**config.mk**
```make
export PLATFORM = sky130hd
export DESIGN_NAME = ternary_rule_match
export DESIGN_NICKNAME = d
export VERILOG_FILES = /design/src/hw/rtl/trm_pkg.sv /design/src/hw/rtl/trm_ctrl.sv /design/src/hw/rtl/trm_datapath.sv /design/src/hw/rtl/ternary_rule_match.sv
export SDC_FILE = /design/constraint.sdc
export NUM_CORES = 1
export LEC_CHECK = 0
export BUFFER_PORTS_ARGS = -buffer_cell sky130_fd_sc_hd__buf_2
export CORE_ASPECT_RATIO = 0.75
export CORE_MARGIN = 2
export CORE_UTILIZATION = 66
export CTS_CLUSTER_DIAMETER = 200
export DETAILED_ROUTE_END_ITERATION = 12
export PLACE_DENSITY = 0.84
export SYNTH_ARGS = -nofsm -noshare
export SYNTH_HDL_FRONTEND = slang
export SYNTH_SLANG_ARGS = --single-unit
```
**constraint.sdc**
```tcl
create_clock -name clk -period 17.66 [get_ports clk]
set_input_delay 3.532 -clock clk [delete_from_list [all_inputs] [get_ports clk]]
set_output_delay 3.532 -clock clk [all_outputs]
set_load 0.05 [all_outputs]
```
**src/hw/rtl/trm_pkg.sv**
```systemverilog
// Shared types and constants for the ternary rule match block.
`default_nettype none

package trm_pkg;

  // Fixed field widths of the request and result words
  localparam int FieldW = 32;
  localparam int SlotW  = 4;
  // Width used to compare slot numbers against row numbers (rows up to 255)
  localparam int RowW   = 8;

  typedef enum logic {
    CMD_WRITE  = 1'b0,
    CMD_LOOKUP = 1'b1
  } cmd_t;

  typedef struct packed {
    cmd_t              command;
    logic [SlotW-1:0]  slot_index;
    logic              slot_enable;
    logic [FieldW-1:0] rule_value_bits;
    logic [FieldW-1:0] rule_care_bits;
    logic [FieldW-1:0] lookup_key;
  } request_t;

  typedef struct packed {
    logic [SlotW-1:0] match_index;
    logic             match_found;
    logic             last_result;
  } result_t;

  typedef enum logic {
    ST_IDLE,
    ST_EMIT
  } state_t;

  // Controller to datapath commands
  typedef struct packed {
    logic write;
    logic load;
    logic emit;
  } dp_cmd_t;

  // Datapath to controller status
  typedef struct packed {
    logic last;
  } dp_status_t;

endpackage

`default_nettype wire

```
**src/hw/rtl/trm_ctrl.sv**
```systemverilog
// Controller state machine of the ternary rule match block.
`default_nettype none

module trm_ctrl (
  input  logic                clk,
  input  logic                rst,
  input  logic                start,
  input  trm_pkg::cmd_t       command,
  input  trm_pkg::dp_status_t status,
  output logic                busy,
  output trm_pkg::dp_cmd_t    cmd
);
  import trm_pkg::*;

  state_t state;
  state_t state_next;
  logic   accept;

  assign accept = start && (state == ST_IDLE);

  always_ff @(posedge clk) begin
    if (rst) begin
      state <= ST_IDLE;
    end else begin
      state <= state_next;
    end
  end

  always_comb begin
    state_next = state;
    unique case (state)
      ST_IDLE: begin
        if (accept && command == CMD_LOOKUP) begin
          state_next = ST_EMIT;
        end
      end
      ST_EMIT: begin
        if (status.last) begin
          state_next = ST_IDLE;
        end
      end
      default: begin
        state_next = ST_IDLE;
      end
    endcase
  end

  always_comb begin
    busy      = 1'b0;
    cmd.write = 1'b0;
    cmd.load  = 1'b0;
    cmd.emit  = 1'b0;
    unique case (state)
      ST_IDLE: begin
        cmd.write = accept && (command == CMD_WRITE);
        cmd.load  = accept && (command == CMD_LOOKUP);
      end
      ST_EMIT: begin
        busy     = 1'b1;
        cmd.emit = 1'b1;
      end
      default: begin
        busy = 1'b0;
      end
    endcase
  end

endmodule

`default_nettype wire

```
**src/hw/rtl/trm_datapath.sv**
```systemverilog
// Rule table, parallel compare, hit vector and result register.
`default_nettype none

module trm_datapath #(
  parameter int NUM_RULES = 16,
  parameter int KEY_WIDTH = 32
) (
  input  logic                clk,
  input  logic                rst,
  input  trm_pkg::dp_cmd_t    cmd,
  input  trm_pkg::request_t   request,
  output trm_pkg::dp_status_t status,
  output logic                strobe,
  output trm_pkg::result_t    result
);
  import trm_pkg::*;

  // Words never exceed the request field width
  localparam int StoreW = (KEY_WIDTH < FieldW) ? KEY_WIDTH : FieldW;

  logic [StoreW-1:0]    value_store [NUM_RULES];
  logic [StoreW-1:0]    care_store  [NUM_RULES];
  logic [NUM_RULES-1:0] slot_valid;
  logic [NUM_RULES-1:0] row_hit;
  logic [NUM_RULES-1:0] hit_vec;
  logic [NUM_RULES-1:0] hit_rest;
  logic [StoreW-1:0]    key;
  logic [RowW-1:0]      slot_wide;
  logic [RowW-1:0]      first_idx;
  logic                 any_hit;

  assign key       = request.lookup_key[StoreW-1:0];
  assign slot_wide = RowW'(request.slot_index);

  for (genvar i = 0; i < NUM_RULES; i++) begin : g_row
    always_ff @(posedge clk) begin
      if (cmd.write && slot_wide == RowW'(i)) begin
        value_store[i] <= request.rule_value_bits[StoreW-1:0];
        care_store[i]  <= request.rule_care_bits[StoreW-1:0];
      end
    end

    always_ff @(posedge clk) begin
      if (rst) begin
        slot_valid[i] <= 1'b0;
      end else if (cmd.write && slot_wide == RowW'(i)) begin
        slot_valid[i] <= request.slot_enable;
      end
    end

    assign row_hit[i] = slot_valid[i] && ((key & care_store[i]) == value_store[i]);
  end

  // Lowest pending hit
  always_comb begin
    first_idx = '0;
    for (int i = NUM_RULES - 1; i >= 0; i--) begin
      if (hit_vec[i]) begin
        first_idx = RowW'(i);
      end
    end
  end

  assign hit_rest    = hit_vec & (hit_vec - NUM_RULES'(1));
  assign any_hit     = |hit_vec;
  assign status.last = (hit_rest == '0);

  // Capture all hits at once, then drop the lowest one per emitted result
  always_ff @(posedge clk) begin
    if (cmd.load) begin
      hit_vec <= row_hit;
    end else if (cmd.emit) begin
      hit_vec <= hit_rest;
    end
  end

  always_ff @(posedge clk) begin
    if (rst) begin
      strobe <= 1'b0;
    end else begin
      strobe <= cmd.emit;
    end
  end

  always_ff @(posedge clk) begin
    if (cmd.emit) begin
      result.match_index <= first_idx[SlotW-1:0];
      result.match_found <= any_hit;
      result.last_result <= status.last;
    end
  end

endmodule

`default_nettype wire

```
**src/hw/rtl/ternary_rule_match.sv**
```systemverilog
// Top level of the ternary rule match block.
`default_nettype none

// Ternary rule match: a table of NUM_RULES rules, each a value word and a care
// mask, searched by key. A request is taken at a rising edge with start high
// and busy low. A write request (command CMD_WRITE) stores value and care into
// slot_index and sets that slot valid from slot_enable; it produces no result, and
// a slot at or above NUM_RULES is ignored. A lookup
// request compares the key against every rule in parallel at the accepting
// edge, then emits one result per cycle, lowest matching slot first, with
// last_result on the final one; a lookup with no match gives a single result
// with match_found clear. Results come from a register and are marked by strobe
// for exactly one cycle each. The receiver cannot stall, so it must take every
// strobed result. Busy is high while results are still being emitted. The next
// request can be accepted in the same cycle that the last result of a lookup is
// on the port.
module ternary_rule_match #(
  parameter int NUM_RULES = 16,
  parameter int KEY_WIDTH = 32
) (
  input  logic              clk,
  input  logic              rst,
  input  logic              start,
  output logic              busy,
  input  trm_pkg::request_t request,
  output logic              strobe,
  output trm_pkg::result_t  result
);
  import trm_pkg::*;

  dp_cmd_t    cmd;
  dp_status_t status;

  // Sequence accept, compare and emit
  trm_ctrl u_ctrl (
    .clk     (clk),
    .rst     (rst),
    .start   (start),
    .command (request.command),
    .status  (status),
    .busy    (busy),
    .cmd     (cmd)
  );

  // Hold the rules, compare the key, advance through the hits
  trm_datapath #(
    .NUM_RULES (NUM_RULES),
    .KEY_WIDTH (KEY_WIDTH)
  ) u_datapath (
    .clk     (clk),
    .rst     (rst),
    .cmd     (cmd),
    .request (request),
    .status  (status),
    .strobe  (strobe),
    .result  (result)
  );

endmodule

`default_nettype wire

```
# Word-level counts from Yosys, hierarchy flattened
# Memory sizes are Yosys's and may differ from the RTL's.
# Index checks and enable logic that the tools add are counted.
# word_totals
regBits,40
mem_bits_rw,1024
input_bits,105
out_inout_bits,8
elab_cells,294
n_memories,2
# memory_table
memory,words,word_bits,rd,rd_clocked_by_memory_dff,write_ports,line,source
u_datapath.care_store,16,32,16,0,1,trm_datapath.sv:22,logic [StoreW-1:0] care_store [NUM_RULES];
u_datapath.value_store,16,32,16,0,1,trm_datapath.sv:21,logic [StoreW-1:0] value_store [NUM_RULES];
# classes
n_addsub,1
n_eq_ne,31
mux,144
bitwise_logic,19
reduce_logical,72
# ops
op,n
32-bit two-way mux,30
32-bit OR reduction,30
32-bit AND,16
32-bit equality test,16
4-bit two-way mux,38
1-bit two-way mux,66
1-bit logical AND,35
"4-bit equality test, second input constant",8
16-bit two-way mux,2
16-bit AND,1
"4-bit by 3-bit equality test with 1-bit output, second input constant",4
16-bit zero test,1
16-bit OR reduction,1
"16-bit by 1-bit subtractor with 16-bit output, second input constant",1
3-bit two-way mux,4
"4-bit by 2-bit equality test with 1-bit output, second input constant",2
8-bit zero test,1
8-bit OR reduction,1
2-bit two-way mux,3
"4-bit by 1-bit equality test with 1-bit output, second input constant",1
4-bit OR reduction,1
1-bit NOT,2
1-bit case mux with 2 select lines,1
2-bit nonzero test,1
2-bit OR reduction,1

# Logic depth before layout (Yosys ltp)
# logic_depth
word_depth,23
mapped_depth,8

# Hierarchy
# A second synthesis with hierarchy kept.
# unflattened
cells_unflattened,2502
hier_area_um2,40438.8
# modules_own_cells
mod,n_inst,cells_per_inst,area_each_um2
trm_datapath,1,2495,40365.0
trm_ctrl,1,7,73.8

# Worst setup path after synthesis
# No wires, ideal clock.
# synth_timing
path_kind,input -> register
startpoint,in request[101] (netlist name)
endpoint,reg u_datapath.slot_valid[0]
setup_time_ns,0.128
arrival_time_ns,9.027
path_slack_ns,8.505
path_stages,5
path_buffers,0
path_cell_list,nor4b_1 -> nand2b_1 -> nor3_1 -> mux2i_1 -> nor2_1
# synth_between
elab_chain_len,4
# synth_lines
item,line,source
from (decl),ternary_rule_match.sv:25,"input trm_pkg::request_t request,"
1-bit NOT,trm_ctrl.sv:55,cmd.write = accept && (command == CMD_WRITE);
1-bit logical AND,trm_ctrl.sv:55,
2-bit two-way mux,trm_ctrl.sv:53,unique case (state)
1-bit logical AND,trm_datapath.sv:46,end else if (cmd.write && slot_wide == RowW'(i)) begin
"to (signal, indexed assignment)",trm_datapath.sv:47,slot_valid[i] <= request.slot_enable;
to (decl),trm_datapath.sv:23,logic [NUM_RULES-1:0] slot_valid;
# Every way passes these cells.
# A chain may end at the register's enable or synchronous reset.

# Worst setup path after layout
# layout_timing
startpoint,in request[101] (netlist name)
endpoint,mem u_datapath.care_store[0][50] (netlist name) (enable)
# layout_between
elab_chain_len,22
# layout_lines
item,line,source
1-bit NOT (*),trm_ctrl.sv:55,
1-bit logical AND (*),trm_ctrl.sv:55,
2-bit two-way mux (*),trm_ctrl.sv:53,
1-bit logical AND,trm_datapath.sv:37,if (cmd.write && slot_wide == RowW'(i)) begin
1-bit two-way mux,trm_datapath.sv:37,
1-bit two-way mux (not written as such),trm_datapath.sv:39,care_store[i] <= request.rule_care_bits[StoreW-1:0];
32-bit OR reduction (no source line),-,
4-bit two-way mux (no source line) or 1-bit two-way mux (tied branches) (15 in series),-,
to (decl),trm_datapath.sv:22,
# Every way passes the cells marked *; elsewhere a longest branch is shown, timed or not.

==> metrics.cfg <==
[logic_synthesis]
synth_area_per_cell_um2=16.18
synth_enable_flop_cells=1046
yosys_warnings=0
postSynthRegisterBits=1064
postSynth.asyncResetShare_pct=0
synth_fp_nets=2604
synth_area_um2=40440
synth.distinct_cells=44
synth_sequential_area_ratio_pct=78.57
syn_inst=2499
prevailing_post_synth_register_cell=sky130_fd_sc_hd__edfxtp_1

[global_routing]
grt.overflow.total=0
antenna_violations_before_repair=14
globalRouteMet3Util_pct=10.96
met2_usage_in_global_routing_pct=57.08
top_usage_layer_grt=met2
track_usage_pct=37.65
grt_pass1_wl_mm=163.0
grt_start_max_net_pins=66
grt_pass1_vias=22760
fraction_of_met1_tracks_used_by_global_routing_pct=51.24

[job]
cap_violations=0

[pwr]
leakagePower_nw=14.63
irDropWorstVdd_v=0.0001101
p_clk_share_pct=40.8
seqPwrFrac_pct=54.8
intPower_mw=4.019
p_sw_share_pct=21.57
powerDensity_nw_per_um2=113.5
netSwitchingPower_mw=1.105
power_frac_comb_pct=4.4

[sta]
grt_setup_unrepaired=no
finalMaxSlewViolations=0
fraction_of_the_cycle_the_final_worst_path_needs_pct=33.99
worst_slew_slack_as_a_fraction_of_its_limit_pct=8.794
tightest_slew_ns=1.356
post_route_clock_skew_ns=0.01885
setup_total_negative_slack_ns=0
final-setup-viol-count=0
maxClockFrequency_mhz=166.6
timing.final.crit_period_ns=6.003
hold_viol=0

[finish]
post_route_cells_drive_above_1_share_pct=10.92
final_area_um2=45130
final_core_util_pct=74.59
layout.cells.most_common=sky130_fd_sc_hd__edfxtp_1
instances_no_fill=3540
final_cell_mix=1046 x sky130_fd_sc_hd__edfxtp_1, 536 x sky130_fd_sc_hd__nand2_1, 256 x sky130_fd_sc_hd__xor2_1, 256 x sky130_fd_sc_hd__xnor2_1, 112 x sky130_fd_sc_hd__buf_2
final_net_count=2765
area_growth_syn_to_layout_pct=11.61

[cts]
cts_root_buffer=sky130_fd_sc_hd__clkbuf_16
tritoncts=done
max-clock-path-buffers=3
ctsHoldBuffers=0
cts_inserted_buffers=95
htree_num_levels=3
clock-sinks=1064
post_cts.resized_instances=0
cts_setup_buffers=0
worst_skew_pair.late_latency_ns=0.66
clk_pin_slew_worst_paths_ns=0.07

[floorplan]
rows=78
core_region_area_um2=60510
floorplan.die.height_um=218.4
fp.dieArea_um2=63290
die_w_um=289.8
top_level_ports=113
start_util_pct=66.83

[placed_design]
post-dp-hpwl_mm=66.83
placed_area_um2=42010
post-place-cells=3363
numPortBuffers=112
routabilityCongestion=0.9520

[routing]
detail_route.drc_violations=0
detail_route.iter0.violations=4596
final_antenna_net_count=0
vias=23260
detail_route.first_pass.iterations=8
average_vias_per_placed_instance=6.571
drt-wirelength-per-cell_um=33.26
routed_wl_mm=117.7

[critical_path]
worstSetupStartpointType=primary input
timing.critical_path.fanout_max=54
cp_cell_sequence=buf_2, nor4b_1, nand2_1, nor3_2, buf_4
worstSetupEndpointType=flip-flop
critPathMaxStageDelay_ns=1.02
arrival_ns=6.29
slowest_stage=sky130_fd_sc_hd__nor3_2
worst_ep_required_time_ns=17.95
r2r_setup_slack_ns=14.12
critical_path_class=in -> reg

[min_path]
worst_min_delay_path_category=reg -> reg

[status]
status=complete, no violations

## worst max-delay path, delay by kind of cell
family	cells	cell delay, ns
buffers and inverters	2	0.87
and+or+nand+nor	3	1.75
## metal layers
layer	up-vias	wire, µm
met4	10	6343
met2	2177	52300
met5	-	64
li1	9372	-
met1	11320	39080
met3	384	19960
## kinds of logic (layout without fill, tap and decap cells)
group           count (synthesis)  after routing  share of synthesized area [%]
xor+xnor                      512            512                          11.09
simple gates                  778            778                          8.493
mux                             4              4                        0.09902
buf+inv                        78            318                         0.7642
flops                        1064           1064                          78.57
other cells                     0              1                              0
fa+ha+maj                       1              1                        0.02475
compound gates                 62             62                         0.9623
## sequential cells by signal, summed over array words and instances, names as in the netlist
signal	cells
u_datapath.value_store	512
u_datapath.result	6
u_datapath.slot_valid	16
u_datapath.care_store	512
u_datapath.hit_vec	16
u_ctrl.state	1
u_datapath.strobe	1
## final timing paths
check	from	to	depth (start not counted)
worst min register to register	u_datapath.slot_valid[11]$_SDFFE_PP0P_	u_datapath.slot_valid[11]$_SDFFE_PP0P_	2
worst max-delay path	request[101]	u_datapath.care_store[0][50]$_DFFE_PP_	5
worst min-delay path	u_datapath.slot_valid[11]$_SDFFE_PP0P_	u_datapath.slot_valid[11]$_SDFFE_PP0P_	2
worst max register to register	u_ctrl.state$_SDFF_PP0_	u_datapath.care_store[0][50]$_DFFE_PP_	4
## stage by stage
step,setup slack (ns),power [mW],hold slack (ns)
floorplan,8.505,2.947,0.4541
global placement,11.20,3.069,0.4668
detailed placement,11.08,3.077,0.4790
CTS,11.74,5.111,0.4926
global route,11.59,5.222,0.5142
finish,11.66,5.124,0.4912
## Yosys cell counts, types with 2 or more instances
master	count	area share, %
sky130_fd_sc_hd__a2111oi_0	2	0.043
sky130_fd_sc_hd__a211oi_1	2	0.037
sky130_fd_sc_hd__a21oi_1	15	0.19
sky130_fd_sc_hd__buf_6	2	0.056
sky130_fd_sc_hd__clkbuf_1	70	0.65
sky130_fd_sc_hd__dfxtp_1	18	0.89
sky130_fd_sc_hd__edfxtp_1	1046	78
sky130_fd_sc_hd__inv_1	4	0.037
sky130_fd_sc_hd__mux2i_1	4	0.099
sky130_fd_sc_hd__nand2_1	536	5.0
sky130_fd_sc_hd__nand2b_1	4	0.062
sky130_fd_sc_hd__nand3_1	8	0.099
sky130_fd_sc_hd__nand4_1	93	1.4
sky130_fd_sc_hd__nor2_1	31	0.29
sky130_fd_sc_hd__nor2b_1	2	0.031
sky130_fd_sc_hd__nor3_1	24	0.30
sky130_fd_sc_hd__nor4_1	69	1.1
sky130_fd_sc_hd__o211ai_1	2	0.037
sky130_fd_sc_hd__o21ai_0	23	0.28
sky130_fd_sc_hd__o21ai_1	2	0.025
sky130_fd_sc_hd__o22ai_1	5	0.077
sky130_fd_sc_hd__o311ai_0	3	0.065
sky130_fd_sc_hd__o31ai_1	2	0.037
sky130_fd_sc_hd__or4_1	2	0.037
sky130_fd_sc_hd__xnor2_1	256	5.5
sky130_fd_sc_hd__xor2_1	256	5.5
## power by group through the flow
stage | sequential, mW | clock, mW | combinational, mW
finish | 2.81 | 2.09 | 0.227
floorplan | 2.86 | 0 | 0.0844
global route | 2.81 | 2.19 | 0.229
detailed placement | 2.86 | 0 | 0.215
CTS | 2.81 | 2.09 | 0.218
global placement | 2.86 | 0 | 0.209
## cell type report
class / instances / area [µm²]
diodes: 1 / 2.502
clock buffers: 117 / 2566
repair buffers: 138 / 755.7
flip-flops and latches: 1064 / 31770
well taps: 800 / 1001
multi-input cells: 1357 / 8468
inverters: 4 / 15.01
fillers: 3287 / 15370
clock inverters: 59 / 554.3
Note: power is estimated with default switching activity, not from simulation.
